--- src/hdl/icf_pkg.sv ---
// Shared types, codes and constants for the integer constant-fold ALU.
`default_nettype none
package icf_pkg;
    localparam int unsigned DataW = 64;
    localparam int unsigned CntW = 7;

    typedef enum logic [2:0] {
        K_ADD = 3'd0, K_SUB = 3'd1, K_MUL = 3'd2, K_DIV = 3'd3, K_NEG = 3'd4, K_POW = 3'd5
    } t_kind;

    typedef enum logic [1:0] {
        ST_FOLDED = 2'd0, ST_UNDEF = 2'd1, ST_NOFOLD = 2'd2
    } t_status;

    typedef struct packed {
        logic [2:0]        kind;
        logic signed [63:0] left_operand;
        logic signed [63:0] right_operand;
    } t_in_word;

    typedef struct packed {
        logic signed [63:0] result_value;
        logic [1:0]         status;
    } t_out_word;

    typedef enum logic [2:0] {
        C_NONE, C_LOAD, C_DIV_STEP, C_POW_MUL, C_POW_SQR, C_MUL_ONE, C_FINISH
    } t_cmd_op;

    typedef struct packed {
        t_cmd_op op;
    } t_cmd;

    typedef struct packed {
        logic     div_op;
        logic     pow_op;
        logic     mul_op;
        logic     direct;
        logic     exp_zero;
        logic     exp_odd;
        logic     cnt_last;
        logic     mul_done;
    } t_stat;
endpackage
`default_nettype wire

--- src/hdl/icf_datapath.sv ---
// Datapath: operand registers, restoring divider, 32-bit-partial multiplier and result.
`default_nettype none
module icf_datapath (
    input  wire logic          i_clk,
    input  wire icf_pkg::t_in_word i_word,
    input  wire icf_pkg::t_cmd i_cmd,
    output icf_pkg::t_stat     o_stat,
    output icf_pkg::t_out_word o_word
);
    logic [2:0]  r_kind;
    logic [63:0] r_b, r_acc, r_base, r_exp, r_rem, r_quo;
    logic        r_neg_q;
    logic [icf_pkg::CntW-1:0] r_cnt;
    logic [1:0]  r_phase;
    logic [63:0] r_m_x, r_m_y, r_m_sum;
    logic        r_m_sel;
    logic [63:0] r_val;
    logic [1:0]  r_st;
    logic        r_direct;

    logic [63:0] ua, ub, n_dir_val;
    logic [1:0]  n_dir_st;
    logic        n_dir;
    logic [64:0] rem_sh, rem_sub;
    logic [63:0] pp;
    logic [31:0] pa, pb;

    always_comb begin
        ua = i_word.left_operand[63] ? 64'(-i_word.left_operand) : i_word.left_operand;
        ub = i_word.right_operand[63] ? 64'(-i_word.right_operand) : i_word.right_operand;
        n_dir_val = '0;
        n_dir_st = icf_pkg::ST_FOLDED;
        n_dir = 1'b1;
        unique case (i_word.kind) inside
            icf_pkg::K_ADD: n_dir_val = i_word.left_operand + i_word.right_operand;
            icf_pkg::K_SUB: n_dir_val = i_word.left_operand - i_word.right_operand;
            icf_pkg::K_NEG: n_dir_val = 64'(-i_word.left_operand);
            icf_pkg::K_MUL: n_dir = 1'b0;
            icf_pkg::K_DIV: begin
                if (i_word.right_operand == '0) n_dir_st = icf_pkg::ST_UNDEF;
                else n_dir = 1'b0;
            end
            icf_pkg::K_POW: begin
                if (i_word.left_operand == '0)
                    n_dir_val = (i_word.right_operand == '0) ? 64'd1 : 64'd0;
                else if (i_word.left_operand == 64'd1) n_dir_val = 64'd1;
                else if (i_word.left_operand == '1)
                    n_dir_val = i_word.right_operand[0] ? '1 : 64'd1;
                else if (i_word.right_operand[63]) n_dir_st = icf_pkg::ST_NOFOLD;
                else n_dir = 1'b0;
            end
            default: n_dir_st = icf_pkg::ST_NOFOLD;
        endcase
    end

    assign rem_sh  = {r_rem, r_quo[63]};
    assign rem_sub = rem_sh - {1'b0, r_b};
    // Multiplier works on 32-bit halves: lo*lo, lo*hi, hi*lo over three phases.
    always_comb begin
        unique case (r_phase)
            2'd0: begin pa = r_m_x[31:0]; pb = r_m_y[31:0]; end
            2'd1: begin pa = r_m_x[31:0]; pb = r_m_y[63:32]; end
            default: begin pa = r_m_x[63:32]; pb = r_m_y[31:0]; end
        endcase
        pp = pa * pb;
    end

    always_ff @(posedge i_clk) begin
        unique case (i_cmd.op)
            icf_pkg::C_LOAD: begin
                r_kind <= i_word.kind;
                r_val <= n_dir_val;
                r_st <= n_dir_st;
                r_direct <= n_dir;
                r_quo <= ua;
                r_b <= ub;
                r_rem <= '0;
                r_neg_q <= i_word.left_operand[63] ^ i_word.right_operand[63];
                r_cnt <= '0;
                r_acc <= 64'd1;
                r_base <= i_word.left_operand;
                r_exp <= i_word.right_operand;
                r_m_x <= i_word.left_operand;
                r_m_y <= i_word.right_operand;
                r_m_sum <= '0;
                r_phase <= '0;
            end
            icf_pkg::C_DIV_STEP: begin
                if (!rem_sub[64]) begin
                    r_rem <= rem_sub[63:0];
                    r_quo <= {r_quo[62:0], 1'b1};
                end else begin
                    r_rem <= rem_sh[63:0];
                    r_quo <= {r_quo[62:0], 1'b0};
                end
                r_cnt <= r_cnt + 1'b1;
            end
            icf_pkg::C_POW_MUL, icf_pkg::C_POW_SQR: begin
                if (r_phase == 2'd0) begin
                    r_m_x <= (i_cmd.op == icf_pkg::C_POW_MUL) ? r_acc : r_base;
                    r_m_y <= r_base;
                    r_m_sel <= (i_cmd.op == icf_pkg::C_POW_MUL);
                    r_m_sum <= '0;
                    r_phase <= '0;
                end else begin
                    r_phase <= '0;
                end
            end
            icf_pkg::C_MUL_ONE: begin
                unique case (r_phase)
                    2'd0: begin r_m_sum <= pp; r_phase <= 2'd1; end
                    2'd1: begin
                        r_m_sum <= r_m_sum + {pp[31:0], 32'd0};
                        r_phase <= 2'd2;
                    end
                    2'd2: begin
                        r_m_sum <= r_m_sum + {pp[31:0], 32'd0};
                        r_phase <= 2'd3;
                    end
                    default: ;
                endcase
            end
            icf_pkg::C_FINISH: begin
                if (r_kind == icf_pkg::K_MUL) begin
                    r_val <= r_m_sum;
                end else if (r_kind == icf_pkg::K_DIV) begin
                    if (r_rem != '0) begin
                        r_st <= icf_pkg::ST_NOFOLD;
                        r_val <= '0;
                    end else r_val <= r_neg_q ? 64'(-r_quo) : r_quo;
                end else if (r_m_sel) begin
                    r_acc <= r_m_sum;
                    r_phase <= '0;
                end else begin
                    r_base <= r_m_sum;
                    r_exp <= {1'b0, r_exp[63:1]};
                    r_phase <= '0;
                end
            end
            default: ;
        endcase
    end

    always_comb begin
        o_stat.div_op = (r_kind == icf_pkg::K_DIV);
        o_stat.pow_op = (r_kind == icf_pkg::K_POW);
        o_stat.mul_op = (r_kind == icf_pkg::K_MUL);
        o_stat.direct = r_direct;
        o_stat.exp_zero = (r_exp == '0);
        o_stat.exp_odd = r_exp[0];
        o_stat.cnt_last = (r_cnt == icf_pkg::CntW'(63));
        o_stat.mul_done = (r_phase == 2'd3);
        o_word.result_value = (r_kind == icf_pkg::K_POW && !r_direct) ? r_acc : r_val;
        o_word.status = r_st;
    end
endmodule
`default_nettype wire

--- src/hdl/icf_ctrl.sv ---
// Controller: sequences load, divide, multiply and power rounds, and holds the output word.
`default_nettype none
module icf_ctrl (
    input  wire logic          i_clk,
    input  wire logic          i_rst_n,
    input  wire logic          i_valid,
    input  wire logic          i_out_stall,
    input  wire icf_pkg::t_stat i_stat,
    output icf_pkg::t_cmd      o_cmd,
    output logic               o_stall,
    output logic               o_valid
);
    typedef enum logic [3:0] {
        S_IDLE, S_DECODE, S_DIV, S_DIV_FIN, S_MUL, S_MUL_FIN, S_POW_CHK,
        S_PM_SET, S_PM_RUN, S_PM_FIN, S_PS_SET, S_PS_RUN, S_PS_FIN, S_OUT
    } t_state;
    t_state r_state;
    logic   r_valid;

    always_comb begin
        o_cmd.op = icf_pkg::C_NONE;
        unique case (r_state)
            S_IDLE:    if (i_valid) o_cmd.op = icf_pkg::C_LOAD;
            S_DIV:     o_cmd.op = icf_pkg::C_DIV_STEP;
            S_DIV_FIN, S_PM_FIN, S_PS_FIN: o_cmd.op = icf_pkg::C_FINISH;
            S_MUL:     o_cmd.op = i_stat.mul_done ? icf_pkg::C_FINISH : icf_pkg::C_MUL_ONE;
            S_PM_SET:  o_cmd.op = icf_pkg::C_POW_MUL;
            S_PS_SET:  o_cmd.op = icf_pkg::C_POW_SQR;
            S_PM_RUN, S_PS_RUN: o_cmd.op = icf_pkg::C_MUL_ONE;
            default:   o_cmd.op = icf_pkg::C_NONE;
        endcase
    end

    assign o_stall = (r_state != S_IDLE);
    assign o_valid = r_valid;

    always_ff @(posedge i_clk) begin
        if (!i_rst_n) begin
            r_state <= S_IDLE;
            r_valid <= 1'b0;
        end else begin
            unique case (r_state)
                S_IDLE:   if (i_valid) r_state <= S_DECODE;
                S_DECODE: begin
                    if (i_stat.direct) r_state <= S_OUT;
                    else if (i_stat.div_op) r_state <= S_DIV;
                    else if (i_stat.mul_op) r_state <= S_MUL;
                    else if (i_stat.pow_op) r_state <= S_POW_CHK;
                    else r_state <= S_OUT;
                end
                S_DIV:    if (i_stat.cnt_last) r_state <= S_DIV_FIN;
                S_DIV_FIN: r_state <= S_OUT;
                S_MUL:    if (i_stat.mul_done) r_state <= S_OUT;
                S_POW_CHK: begin
                    if (i_stat.exp_zero) r_state <= S_OUT;
                    else if (i_stat.exp_odd) r_state <= S_PM_SET;
                    else r_state <= S_PS_SET;
                end
                S_PM_SET: r_state <= S_PM_RUN;
                S_PM_RUN: if (i_stat.mul_done) r_state <= S_PM_FIN;
                S_PM_FIN: r_state <= S_PS_SET;
                S_PS_SET: r_state <= S_PS_RUN;
                S_PS_RUN: if (i_stat.mul_done) r_state <= S_PS_FIN;
                S_PS_FIN: r_state <= S_POW_CHK;
                S_OUT: begin
                    if (!r_valid) r_valid <= 1'b1;
                    else if (!i_out_stall) begin
                        r_valid <= 1'b0;
                        r_state <= S_IDLE;
                    end
                end
                default: r_state <= S_IDLE;
            endcase
        end
    end
endmodule
`default_nettype wire

--- src/hdl/integer_constant_fold_alu_unit.sv ---
// Top level of the integer constant-fold ALU: controller plus datapath.
// One word at a time: the input stalls from acceptance until the result word is taken, and
// the next word can be taken in the following cycle. Add, subtract, negate and immediate
// cases go straight to the output; multiply forms three 32x32 partial products; divide runs
// one restoring step a cycle over 64 steps; power runs one round per exponent bit, a square
// each round plus a multiply when the bit is set, so up to 63 rounds, all on the shared
// 32-bit multiplier.
`default_nettype none
module integer_constant_fold_alu_unit (
    input  wire logic               i_clk,
    input  wire logic               i_rst_n,
    input  wire logic               i_valid,
    output logic                    o_stall,
    input  wire icf_pkg::t_in_word  i_word,
    output logic                    o_valid,
    input  wire logic               i_stall,
    output icf_pkg::t_out_word      o_word
);
    icf_pkg::t_cmd  cmd;
    icf_pkg::t_stat stat;

    icf_datapath u_dp (
        .i_clk(i_clk), .i_word(i_word), .i_cmd(cmd), .o_stat(stat), .o_word(o_word)
    );
    icf_ctrl u_ctrl (
        .i_clk(i_clk), .i_rst_n(i_rst_n), .i_valid(i_valid), .i_out_stall(i_stall),
        .i_stat(stat), .o_cmd(cmd), .o_stall(o_stall), .o_valid(o_valid)
    );

    a_no_overlap: assert property (@(posedge i_clk) disable iff (!i_rst_n)
        o_valid |-> o_stall) else $error("output valid while input open");
    a_zero_unfolded: assert property (@(posedge i_clk) disable iff (!i_rst_n)
        o_valid && o_word.status != icf_pkg::ST_FOLDED |-> o_word.result_value == '0)
        else $error("unfolded result not zero");
    a_hold: assert property (@(posedge i_clk) disable iff (!i_rst_n)
        o_valid && i_stall |=> o_valid && $stable(o_word)) else $error("output dropped");
endmodule
`default_nettype wire

--- config.mk ---
export PLATFORM = sky130hd
export DESIGN_NAME = integer_constant_fold_alu_unit
export DESIGN_NICKNAME = d
export VERILOG_FILES = /design/src/hdl/icf_pkg.sv /design/src/hdl/icf_datapath.sv /design/src/hdl/icf_ctrl.sv /design/src/hdl/integer_constant_fold_alu_unit.sv
export SDC_FILE = /design/constraint.sdc
export NUM_CORES = 2
export LEC_CHECK = 0
export BUFFER_PORTS_ARGS = -buffer_cell sky130_fd_sc_hd__buf_2
export CORE_ASPECT_RATIO = 0.6
export CORE_MARGIN = 8
export CORE_UTILIZATION = 56
export DETAILED_ROUTE_END_ITERATION = 6
export PLACE_DENSITY = 0.71
export SYNTH_ARGS = -nofsm -noshare
export SYNTH_HDL_FRONTEND = slang
export SYNTH_SLANG_ARGS = --single-unit
--- constraint.sdc ---
create_clock -name i_clk -period 15.66 [get_ports i_clk]
set_input_delay 3.132 -clock i_clk [delete_from_list [all_inputs] [get_ports i_clk]]
set_output_delay 3.132 -clock i_clk [all_outputs]
set_load 0.02 [all_outputs]
==> implementation parameters <==
Parameter                              Value

Placement
  Post-Place Cells ... between 9k and 10k
  Post-DP HPWL ... 245 mm
  Number of buffers inserted by port buffering ... between 200 and 250
  Routability congestion estimate ... approximately 1.1

STA
  Number of max-slew violations in the final report ... 2
  Minimum period implied by the final worst setup slack ... around 12000 ps
  Sum of negative setup slack ... 0 ps
  Maximum clock rate ... about 84 MHz
  Setup Skew ... 32.8 ps
  Number of hold violations in the final report ... 0
  Headroom to the max-slew limit ... -0.0742
  Share of the clock period used by the worst path ... 0.759
  Pin slew with the least headroom to its limit ... roughly 1600 ps
  Unrepaired setup endpoints after global routing ... no
  Final Setup Violations ... 0

Clock network
  Cts repair resizes ... 0
  Number of levels in the clock H-tree ... 2
  Clock root buffer ... sky130_fd_sc_hd__clkbuf_16
  Clock-pin slew on the worst setup and hold paths ... roughly 80 ps
  Cts-stage hold buffer count ... 0
  Number of buffers created by CTS ... 61
  Worst skew pair latency ... roughly 700 ps
  CTS tree ... done
  Num Clock Sinks ... between 600 and 700
  CTS max path bufs ... 3
  Buffers inserted during post-CTS setup optimization ... 0

Critical path
  Critical path data required time ... ~16000 ps
  Master of the slowest instance on the critical path ... sky130_fd_sc_hd__mux2i_1
  Endpoint class of the critical path ... register
  Number of cells traversed by the worst register-to-register path ... 32
  Highest cell delay on the worst timing path ... roughly 1100 ps
  Origin of the worst setup path ... u_dp.r_phase[0]
  Critical Path Start Type ... register
  RR Endpoint ... u_dp.r_m_sum[62]
  Critical R2R Launch ... u_dp.r_phase[0]
  Most used cell along the critical path ... sky130_fd_sc_hd__fa_1
  Crit Path Class ... register to register
  Largest fanout on the critical path ... 62
  Register-to-register path setup slack ... 3770 ps
  Arrival time worst endpoint ... 12310 ps

Final layout
  Post-route insts no fill ... about 10k
  Most frequent cells in the layout ... sky130_fd_sc_hd__nand2_1, sky130_fd_sc_hd__inv_1, sky130_fd_sc_hd__fa_1, sky130_fd_sc_hd__nor2_1, sky130_fd_sc_hd__edfxtp_1
  Fraction of final layout cells sized beyond drive strength 1 ... 0.0868
  # nets final ... 9686
  Most common cell after layout, fill and taps aside ... sky130_fd_sc_hd__nand2_1
  Post-synthesis to final-layout area growth ... 6.06%

Routing
  Final wirelength ... about 300 mm
  DRC viols ... 17
  DRT antenna net count ... 0
  Count of routing violations after the opening detailed-route iteration ... approximately 11k
  Total iterations of the first detailed-routing run ... 7
  Vias ... between 60k and 70k
  Wire length per cell after detailed routing ... 30.1 um
  Vias/cell ... approximately 6.5

Global route
  Remaining Overflow, GRT ... 0
  Most heavily used metal layer in global routing ... met1
  Wire length of the first global-routing pass ... 436 mm
  Number of global-route vias before repair ... ~62k
  Met3 layer usage reported by global route ... 0.234
  Total routing resource utilization after global routing ... 0.393
  Maximum number of pins on one net before global-route repair ... 180
  Initial antenna violation count ... 43
  Met2 track demand over resource in global routing ... 0.481
  Met1 track demand over resource ... 0.579

Floorplan
  Die width ... between 400 and 500 um
  Die area ... around 150000 um^2
  Initial standard-cell utilization of the core ... 0.566
  Floorplan row count ... 105
  Core Footprint ... between 100000 and 150000 um^2
  Overall die height ... ~300 um
  Boundary pin count ... 203

Synthesis
  Proportion of netlist area held by the largest area contributor ... 0.254
  Number of standard cells after synthesis ... 8342
  Most common flop cell mapped by yosys ... sky130_fd_sc_hd__edfxtp_1
  Cell accounting for the most synthesized area ... sky130_fd_sc_hd__edfxtp_1
  Register area share after synthesis ... 0.256
  Ys Warns ... 0
  Post-synthesis async set-or-reset flop share ... 0
  Synth Area per Inst ... slightly above 9 um^2
  Biggest area contributors in the synthesized netlist ... sky130_fd_sc_hd__edfxtp_1, sky130_fd_sc_hd__fa_1, sky130_fd_sc_hd__ha_1
  Syn Nets ... 9811
  Post-synthesis register bit count ... approximately 660
  Number of distinct library cells after synthesis ... 82
  Netlist area before placement ... 77500 um^2
  Number of enable-type register cells in the synthesized netlist ... around 660

Status
  Outcome ... finished, violations left
  Failing checks ... DRC, capacitance limit, slew limit

Min path
  Worst Min Path Start ... u_ctrl.o_valid
  Worst Hold Depth ... 1
  Worst hold path endpoint ... u_ctrl.o_valid
  Worst min-delay path class ... register to register

Job
  Max-Cap Viols ... 1
## Yosys cell counts, types with 7 or more instances
cell type	number
sky130_fd_sc_hd__a22oi_1	22
sky130_fd_sc_hd__nand2b_1	50
sky130_fd_sc_hd__mux2i_1	169
sky130_fd_sc_hd__nor3_1	78
sky130_fd_sc_hd__a21oi_1	349
sky130_fd_sc_hd__nor2b_1	30
sky130_fd_sc_hd__o21ai_0	341
sky130_fd_sc_hd__buf_1	26
sky130_fd_sc_hd__o21a_1	39
sky130_fd_sc_hd__a31o_2	9
sky130_fd_sc_hd__mux2_2	193
sky130_fd_sc_hd__or4_1	30
sky130_fd_sc_hd__and2_1	127
sky130_fd_sc_hd__nand4_1	82
sky130_fd_sc_hd__or2_2	29
sky130_fd_sc_hd__xor2_1	245
sky130_fd_sc_hd__xnor2_1	254
sky130_fd_sc_hd__a31oi_1	33
sky130_fd_sc_hd__clkbuf_1	465
sky130_fd_sc_hd__edfxtp_1	657
sky130_fd_sc_hd__o21bai_1	37
sky130_fd_sc_hd__inv_1	999
sky130_fd_sc_hd__o41ai_1	29
sky130_fd_sc_hd__a221o_1	7
sky130_fd_sc_hd__fa_1	899
sky130_fd_sc_hd__o31ai_1	54
sky130_fd_sc_hd__o211ai_1	16
sky130_fd_sc_hd__and3_1	29
sky130_fd_sc_hd__ha_1	435
sky130_fd_sc_hd__a211oi_1	50
sky130_fd_sc_hd__nor2_1	682
sky130_fd_sc_hd__buf_2	13
sky130_fd_sc_hd__nand3_1	59
sky130_fd_sc_hd__a21o_1	219
sky130_fd_sc_hd__a21boi_0	15
sky130_fd_sc_hd__a221oi_1	31
sky130_fd_sc_hd__a222oi_1	22
sky130_fd_sc_hd__nor3b_1	7
sky130_fd_sc_hd__or3_1	49
sky130_fd_sc_hd__a2111oi_0	12
sky130_fd_sc_hd__o221ai_1	24
sky130_fd_sc_hd__nand2_1	1237
sky130_fd_sc_hd__and4_1	8
sky130_fd_sc_hd__nor4_1	64
sky130_fd_sc_hd__o22ai_1	23
## state kept, by name, summed over array words and instances, names as in the netlist
signal	cells
u_dp.r_m_x	64
u_dp.r_m_y	64
u_dp.r_val	64
u_dp.r_cnt	7
u_dp.r_exp	64
u_dp.r_m_sum	64
u_ctrl.r_state	4
u_dp.r_m_sel	1
u_dp.r_phase	2
u_dp.r_neg_q	1
u_dp.r_st	2
u_dp.r_kind	3
u_ctrl.o_valid	1
u_dp.r_rem	64
u_dp.r_quo	64
u_dp.r_acc	64
u_dp.r_direct	1
u_dp.r_b	64
u_dp.r_base	64
## worst max-delay path: cells and delay by family, from the launching register on
| family | cells | cell delay [ps] |
|---|---|---|
| muxes | 1 | 1140 |
| DFF | 1 | 420 |
| buffers and inverters | 6 | 1130 |
| and+or+nand+nor | 3 | 440 |
| AOI/OAI and AO/OA | 9 | 2510 |
| xor gates and xnor gates | 2 | 780 |
| adders and majority gates | 11 | 5020 |
## cell families after synthesis
| logic type | Yosys count | synth area share |
|---|---|---|
| flops | 662 | 0.256 |
| fa+ha+maj | 1334 | 0.302 |
| mux | 362 | 0.0498 |
| buf+inv | 1507 | 0.0736 |
| compound gates | 1385 | 0.115 |
| simple gates | 2593 | 0.147 |
| xor+xnor | 499 | 0.0564 |
## worst max path at each step
| stage | to | slack, ps | cells past startpoint |
|---|---|---|---|
| detailed placement | u_dp.r_m_sum[62] | 4290 | 32 |
| global placement | u_dp.r_m_sum[63] | 4520 | 36 |
| finish | u_dp.r_m_sum[62] | 3770 | 32 |
| floorplan | u_dp.r_base[0] | 4350 | 8 |
| global route | u_dp.r_m_sum[63] | 3580 | 33 |
| CTS | u_dp.r_m_sum[62] | 4250 | 32 |
## per-layer routing
metal	vias to the layer above	wire length [um]
li1	27600	-
met1	32700	123000
met2	5103	111000
met3	516	61800
met4	32	7890
met5	-	694
## through the flow
| stage | hold slack [ps] | utilization | setup WS (ps) | area (um^2) |
|---|---|---|---|---|
| global route | 559 | 0.600 | 3580 | 82200 |
| floorplan | 501 | - | 4350 | 77500 |
| finish | 526 | 0.600 | 3770 | 82200 |
| detailed placement | 512 | 0.584 | 4290 | 80000 |
| CTS | 533 | 0.599 | 4250 | 82100 |
| global placement | 496 | 0.584 | 4520 | 80000 |
## cell type report
| class | count | area (um^2) |
|---|---|---|
| antenna | 35 | 87.6 |
| multi-input combinational | 6173 | 52300 |
| clock inverter | 45 | 538 |
| timing repair buffer | 320 | 1910 |
| tap | 1819 | 2280 |
| sequential | 662 | 19800 |
| clock buffer | 70 | 1580 |
| fill | 11700 | 54800 |
| inverter | 999 | 3750 |
Power is left out: the tool's default activity adds up to more than one toggle a clock period on the data nets, which glitch-free logic cannot reach.
